$ cat src/rtl/qbel_pkg.sv
// Shared types, codes and the quadrature step table of the button event latch.
`default_nettype none

package qbel_pkg;

  // Number of active-low buttons and their bit positions in the button word.
  localparam int unsigned NumButtons = 7;
  localparam int unsigned BtnLeft    = 0;
  localparam int unsigned BtnRight   = 1;
  localparam int unsigned BtnDown    = 2;
  localparam int unsigned BtnUp      = 3;
  localparam int unsigned BtnAck     = 4;
  localparam int unsigned BtnLaunch  = 5;
  localparam int unsigned BtnStart   = 6;

  // Widths of the stream beats.
  localparam int unsigned InDataW  = 16;
  localparam int unsigned OutDataW = 8;

  typedef enum logic [3:0] {
    KIND_LEFT   = 4'd0,
    KIND_RIGHT  = 4'd1,
    KIND_DOWN   = 4'd2,
    KIND_UP     = 4'd3,
    KIND_ACK    = 4'd4,
    KIND_CW     = 4'd5,
    KIND_CCW    = 4'd6,
    KIND_LAUNCH = 4'd7,
    KIND_START  = 4'd8
  } kind_e;

  typedef enum logic [1:0] {
    DIR_NONE = 2'd0,
    DIR_CW   = 2'd1,
    DIR_CCW  = 2'd2
  } dir_e;

  typedef struct packed {
    logic [1:0]            phases;
    logic [NumButtons-1:0] buttons;
    logic                  handled;
  } sample_t;

  typedef struct packed {
    logic [1:0]            last_phases;
    logic                  cw_flag;
    logic                  ccw_flag;
    logic [NumButtons-1:0] last_buttons;
    logic                  pending;
    kind_e                 held_kind;
  } state_t;

  typedef struct packed {
    logic  action_pending;
    kind_e action_kind;
    logic  new_action;
  } result_t;

  // Gray-code step from the previous phase pair to the current one.
  function automatic dir_e quad_step(input logic [1:0] prev, input logic [1:0] cur);
    dir_e d;
    d = DIR_NONE;
    case (cur)
      2'b00: d = (prev == 2'b01) ? DIR_CW : ((prev == 2'b10) ? DIR_CCW : DIR_NONE);
      2'b01: d = (prev == 2'b11) ? DIR_CW : ((prev == 2'b00) ? DIR_CCW : DIR_NONE);
      2'b10: d = (prev == 2'b00) ? DIR_CW : ((prev == 2'b11) ? DIR_CCW : DIR_NONE);
      2'b11: d = (prev == 2'b10) ? DIR_CW : ((prev == 2'b01) ? DIR_CCW : DIR_NONE);
      default: d = DIR_NONE;
    endcase
    return d;
  endfunction

endpackage

`default_nettype wire

$ cat src/rtl/qbel_step.sv
// Combinational update of the encoder flags and the priority event latch for one tick.
`default_nettype none

module qbel_step (
  input  qbel_pkg::state_t  state_i,
  input  qbel_pkg::sample_t sample_i,
  output qbel_pkg::state_t  state_o,
  output qbel_pkg::result_t result_o
);
  import qbel_pkg::*;

  logic                  pend;
  dir_e                  dir;
  logic                  cw;
  logic                  ccw;
  logic [NumButtons-1:0] fell;
  logic                  fresh;
  kind_e                 kind;

  always_comb begin
    pend = state_i.pending & ~sample_i.handled;
    dir  = quad_step(state_i.last_phases, sample_i.phases);
    cw   = state_i.cw_flag  | (dir == DIR_CW);
    ccw  = state_i.ccw_flag | (dir == DIR_CCW);
    fell = state_i.last_buttons & ~sample_i.buttons;

    fresh = 1'b0;
    kind  = state_i.held_kind;
    if (!pend) begin
      fresh = 1'b1;
      if (fell[BtnLeft]) begin
        kind = KIND_LEFT;
      end else if (fell[BtnRight]) begin
        kind = KIND_RIGHT;
      end else if (fell[BtnDown]) begin
        kind = KIND_DOWN;
      end else if (fell[BtnUp]) begin
        kind = KIND_UP;
      end else if (fell[BtnAck]) begin
        kind = KIND_ACK;
      end else if (cw) begin
        kind = KIND_CW;
        cw   = 1'b0;
      end else if (ccw) begin
        kind = KIND_CCW;
        ccw  = 1'b0;
      end else if (fell[BtnLaunch]) begin
        kind = KIND_LAUNCH;
      end else if (fell[BtnStart]) begin
        kind = KIND_START;
      end else begin
        fresh = 1'b0;
      end
    end

    state_o.last_phases  = sample_i.phases;
    state_o.cw_flag      = cw;
    state_o.ccw_flag     = ccw;
    state_o.last_buttons = sample_i.buttons;
    state_o.pending      = pend | fresh;
    state_o.held_kind    = kind;

    result_o.action_pending = pend | fresh;
    result_o.action_kind    = (pend | fresh) ? kind : KIND_LEFT;
    result_o.new_action     = fresh;
  end

endmodule

`default_nettype wire

$ cat src/rtl/quadrature_button_event_latch.sv
// Top level of the quadrature encoder and button event latch.
//
// Usage: each input beat on the s_axis channel is one sample tick of the
// encoder phases, the seven active-low buttons and the consumer's handled
// flag. For every input beat exactly one output beat appears on m_axis,
// carrying the pending flag, the held action kind and whether an action
// was latched in that tick. Beats leave in the order they entered.
//
// An input beat passes through the sample register, then through the step
// logic into the result register. Throughput is one beat per cycle while
// the receiver does not stall; the limit is the single state register that
// the step logic reads and writes every tick.
//
// Reset clears both pipeline valid bits, the phase history, the rotation
// flags and the pending action, and sets the button history to released.
// When the receiver stalls, the result register holds its beat; the sample
// register then fills and s_axis_tready drops until the result is taken.
// The state advances only when a sample moves into the result register.
`default_nettype none

module quadrature_button_event_latch (
  input  logic                           clk_i,
  input  logic                           rst_ni,
  input  logic                           s_axis_tvalid,
  output logic                           s_axis_tready,
  // From bit 0: phase_a, phase_b, nav_left, nav_right, nav_down, nav_up,
  // ack_button, launch_button, start, handled, then zero fill.
  input  logic [qbel_pkg::InDataW-1:0]   s_axis_tdata,
  output logic                           m_axis_tvalid,
  input  logic                           m_axis_tready,
  // From bit 0: action_pending, action_kind[3:0], new_action, then zero fill.
  output logic [qbel_pkg::OutDataW-1:0]  m_axis_tdata
);
  import qbel_pkg::*;

  // Sample register.
  logic    in_valid_q;
  sample_t in_data_q;
  sample_t in_data_d;

  // Result register.
  logic    out_valid_q;
  result_t out_data_q;

  // Architectural state of the latch.
  state_t  state_q;
  state_t  state_d;
  result_t result;

  logic    advance;
  logic    in_take;

  // A sample moves on when the result register is empty or being emptied.
  assign advance       = in_valid_q & (~out_valid_q | m_axis_tready);
  assign s_axis_tready = ~in_valid_q | advance;
  assign in_take       = s_axis_tvalid & s_axis_tready;

  // The phase pair puts phase A in the upper bit.
  always_comb begin
    in_data_d.phases  = {s_axis_tdata[0], s_axis_tdata[1]};
    in_data_d.buttons = s_axis_tdata[8:2];
    in_data_d.handled = s_axis_tdata[9];
  end

  qbel_step u_step (
    .state_i  (state_q),
    .sample_i (in_data_q),
    .state_o  (state_d),
    .result_o (result)
  );

  always_ff @(posedge clk_i or negedge rst_ni) begin
    if (!rst_ni) begin
      in_valid_q <= 1'b0;
    end else if (s_axis_tready) begin
      in_valid_q <= s_axis_tvalid;
    end
  end

  always_ff @(posedge clk_i) begin
    if (in_take) begin
      in_data_q <= in_data_d;
    end
  end

  always_ff @(posedge clk_i or negedge rst_ni) begin
    if (!rst_ni) begin
      out_valid_q <= 1'b0;
    end else if (~out_valid_q | m_axis_tready) begin
      out_valid_q <= in_valid_q;
    end
  end

  always_ff @(posedge clk_i) begin
    if (advance) begin
      out_data_q <= result;
    end
  end

  always_ff @(posedge clk_i or negedge rst_ni) begin
    if (!rst_ni) begin
      state_q.last_phases  <= 2'b00;
      state_q.cw_flag      <= 1'b0;
      state_q.ccw_flag     <= 1'b0;
      state_q.last_buttons <= '1;
      state_q.pending      <= 1'b0;
      state_q.held_kind    <= KIND_LEFT;
    end else if (advance) begin
      state_q <= state_d;
    end
  end

  assign m_axis_tvalid = out_valid_q;
  assign m_axis_tdata  = {2'b00, out_data_q.new_action, out_data_q.action_kind,
                          out_data_q.action_pending};

endmodule

`default_nettype wire

$ cat config.mk
export PLATFORM = sky130hd
export DESIGN_NAME = quadrature_button_event_latch
export DESIGN_NICKNAME = d
export VERILOG_FILES = /design/src/rtl/qbel_pkg.sv /design/src/rtl/qbel_step.sv /design/src/rtl/quadrature_button_event_latch.sv
export SDC_FILE = /design/constraint.sdc
export NUM_CORES = 1
export LEC_CHECK = 0
export ABC_AREA = 1
export BUFFER_PORTS_ARGS = -buffer_cell sky130_fd_sc_hd__buf_2
export CAP_MARGIN = 20
export CORE_ASPECT_RATIO = 0.7
export CORE_UTILIZATION = 42
export CTS_BUF_LIST = sky130_fd_sc_hd__clkbuf_4 sky130_fd_sc_hd__clkbuf_8
export DETAILED_ROUTE_END_ITERATION = 8
export PLACE_DENSITY = 0.66
export SLEW_MARGIN = 20
export SYNTH_ARGS = -nofsm -noshare
export SYNTH_HDL_FRONTEND = slang
export SYNTH_HIERARCHICAL = 1
export SYNTH_SLANG_ARGS = --single-unit
$ cat constraint.sdc
create_clock -name clk_i -period 1.6 [get_ports clk_i]
set_input_delay 0.32 -clock clk_i [delete_from_list [all_inputs] [get_ports clk_i]]
set_output_delay 0.32 -clock clk_i [all_outputs]
set_load 0.02 [all_outputs]
==> reports/qor.txt <==
Final Hold Fails - 0
Status - complete, but fails checks
Clock Tree Buf Depth - 2
Reg clk slew, reported paths - 0.07 ns
Total core area - 0.00402 mm2
Hold Startpoint - s_axis_tdata[2]
Max Fclk - 621 MHz
Worst Hold End - in_data_q[1]$_DFFE_PP_
Most frequently used cell type in the post-synthesis netlist - nand2_1
I/O pin total - 30
Skew final - 0.00328 ns
Site Rows - 19
Critical R2R Capture - m_axis_tdata[1]$_DFFE_PP_
ANT nets after route - 0
Hold Slack - 0.205 ns
Total wire length - 3130 um
Area contributors post-synth - edfxtp_1 27%, dfrtp_1 15%, nand2_1 15%
Period utilization - 101%
Largest net degree at the start of global routing - 19
Hold path depth - 1
Die H - 56.9 um
CP Max Fanout - 5
Cell count after synthesis - 204
CTS H-tree lvls - 2
Worst Hold Class - input pin to register
CP dominant cell by count - nand2_2
Port bufs - 21
Fillers - 392
GR Overflow Total - 0
CP Data Required Time - 1.64 ns
R2R setup slack - -0.01 ns
Final net count - 240
CTS sink cnt - 34
First-pass GRT wire length - 5250 um
Crit-path max cell delay - 0.43 ns
Failing checks - setup timing
Num CTS Buffers - 5
Post-layout util - 49.1%
Worst path top cell family by delay - simple AND/OR/NAND/NOR gates
Reg2Reg Depth - 10
Setup ws final - -0.0106 ns
Post-synth ARST share - 52.9%
Synth warnings - 6
Pwr per Cell Area - 1500 mW/mm2
Cell area after technology mapping - 0.00181 mm2
CP Cell Sequence - inv_1 -> nand2_1 -> nand2_2 -> o21bai_4 -> nor2_4 -> nand2_4 -> nor3_4 -> nand2_2 -> inv_2 -> a21oi_2
Seq/Total Area, Yosys - 52.0%
DR vias/cell - 4.62
DR iter-0 viols - 127
Syn avg cell area - 8.86 um2
Post-layout min period - 1.61 ns
Area of the multi-input gates - 601 um2
Synth area leader - edfxtp_1
Total GRT Usage - 15.8%
Final cell count without fillers - 273
# DRC - 0
Design area - 0.00197 mm2
Routed length per placed instance - 11.5 um
Post-synth cell types - 26
Proportion of layout cells with a drive suffix above 1 - 29.4%
Startpoint class of the critical path - register
Post-synth top flop - edfxtp_1
Initial core utilization - 45.0%
Slew Viols, Final - 0
Register area - 940 um2
Vias - 1,262
Synth top area share - 26.6%
Setup violators final - 2
Layout area overhead - 9.00%
WP buf/inv - 2
R2R Path Start - in_data_q[8]$_DFFE_PP_
Synth cell count leaders - 71 x nand2_1, 26 x inv_1, 19 x nand3_1, 17 x buf_4, 16 x edfxtp_1
Tot Pwr - 0.00295 W
Lkg Pwr - 1.02 nW
Maximum vdd drop - 0.000548 V
Crit path max-delay cell type - edfxtp_1
Clock insertion delay at the later pin of the skew report - 0.28 ns
Max-cap viol count - 0
Root buf cell - clkbuf_8
Area post-placement - 0.00185 mm2
Die Area - 0.00458 mm2
EDFF count, synth - 16
Setup CP Type - register to register
Vias in the first global route - 1,152
RSZ-0062 raised after global routing - true
CTS tree - done
Critical Path AT - 1.65 ns
ANT cells - 0
Die Width - 80.4 um
RePlAce Congestion - 0.838
Initial antenna violation count - 0
Dpl hpwl - 2140 um
Synth Register Bits - 34
DP Cell Count - 263
CP Capture Type - register
1st-pass router iterations - 4
area by class of cell:
cell class	instances	area share, %
multi-input cells	122	30.5
inverters	30	5.97
clock inverters	1	0.254
well taps	52	3.30
flip-flops and latches	34	47.7
repair buffers	27	7.75
clock buffers	7	4.57
cell usage in the layout (no fill, tap or decap), types with 4 or more instances in the layout:
cell | netlist | routed
nand2_2 | 8 | 10
dfstp_2 | 7 | 7
buf_4 | 17 | 5
nand3_1 | 19 | 19
nor2_1 | 5 | 5
nand2_1 | 71 | 69
buf_2 | 0 | 21
inv_2 | 3 | 4
clkbuf_8 | 0 | 6
dfrtp_1 | 11 | 11
edfxtp_1 | 16 | 16
inv_1 | 26 | 25
flip-flops by register name, summed over array words and instances (netlist names):
register and cells:
state_q 16, m_axis_tvalid 1, in_data_q 10, in_valid_q 1
m_axis_tdata 6
where the power goes:
group | switching (W) | internal [W] | total (W)
Sequential | 0.000123 | 0.00117 | 0.00130
Combinational | 0.000636 | 0.000357 | 0.000994
Clock | 0.000298 | 0.000364 | 0.000662
Total | 0.00106 | 0.00190 | 0.00295
metal layers:
metal | global-route usage (%) | vias to the layer above | part of all wire (%)
met5 | 0 | - | 0
met2 | 24.3 | 33 | 44
met1 | 20.5 | 577 | 49
met4 | 6.12 | 0 | 1.3
li1 | - | 647 | -
met3 | 5.37 | 5 | 5.5
logic make-up after synthesis:
logic type      share of synthesized area [%]
flops                                    52.0
other cells                             0.207
buf+inv                                  15.3
simple gates                             28.0
compound gates                           4.50
repair_timing:
item,in CTS,in global routing
hold buffers,1,0
hold endpoints to repair,11,0
gates resized for setup,0,3
setup buffers,0,1
endpoints found under the setup margin,0,7
per-stage QoR:
step | TNS (ns) | worst slack (ns)
2_1_floorplan | 0 | 0.142
3_3_place_gp | 0 | 0.0314
6_report | -0.0196 | -0.0106
3_5_place_dp | 0 | 0.0138
5_1_grt | -0.511 | -0.123
4_1_cts | 0 | 0.000705
worst register-to-register path, cell delays in order (launching register included):
cell and delay (ns):
edfxtp_1 0.43, inv_1 0.10, nand2_1 0.06, nand2_2 0.10
o21bai_4 0.07, nor2_4 0.15, nand2_4 0.07, nor3_4 0.13
nand2_2 0.12, inv_2 0.09, a21oi_2 0.03
worst max path at each step:
stage	startpoint	end	slack [ns]	cells past startpoint
2_1_floorplan	in_data_q[9]$_DFFE_PP_	state_q[4]$_DFFE_PN0P_	0.14	11
3_3_place_gp	in_data_q[8]$_DFFE_PP_	m_axis_tdata[2]$_DFFE_PP_	0.03	10
3_5_place_dp	in_data_q[8]$_DFFE_PP_	m_axis_tdata[1]$_DFFE_PP_	0.01	10
4_1_cts	in_data_q[8]$_DFFE_PP_	m_axis_tdata[1]$_DFFE_PP_	0.0007	10
5_1_grt	in_data_q[8]$_DFFE_PP_	m_axis_tdata[3]$_DFFE_PP_	-0.12	10
6_report	in_data_q[8]$_DFFE_PP_	m_axis_tdata[1]$_DFFE_PP_	-0.01	10
Power figures use the tool's default switching activity.
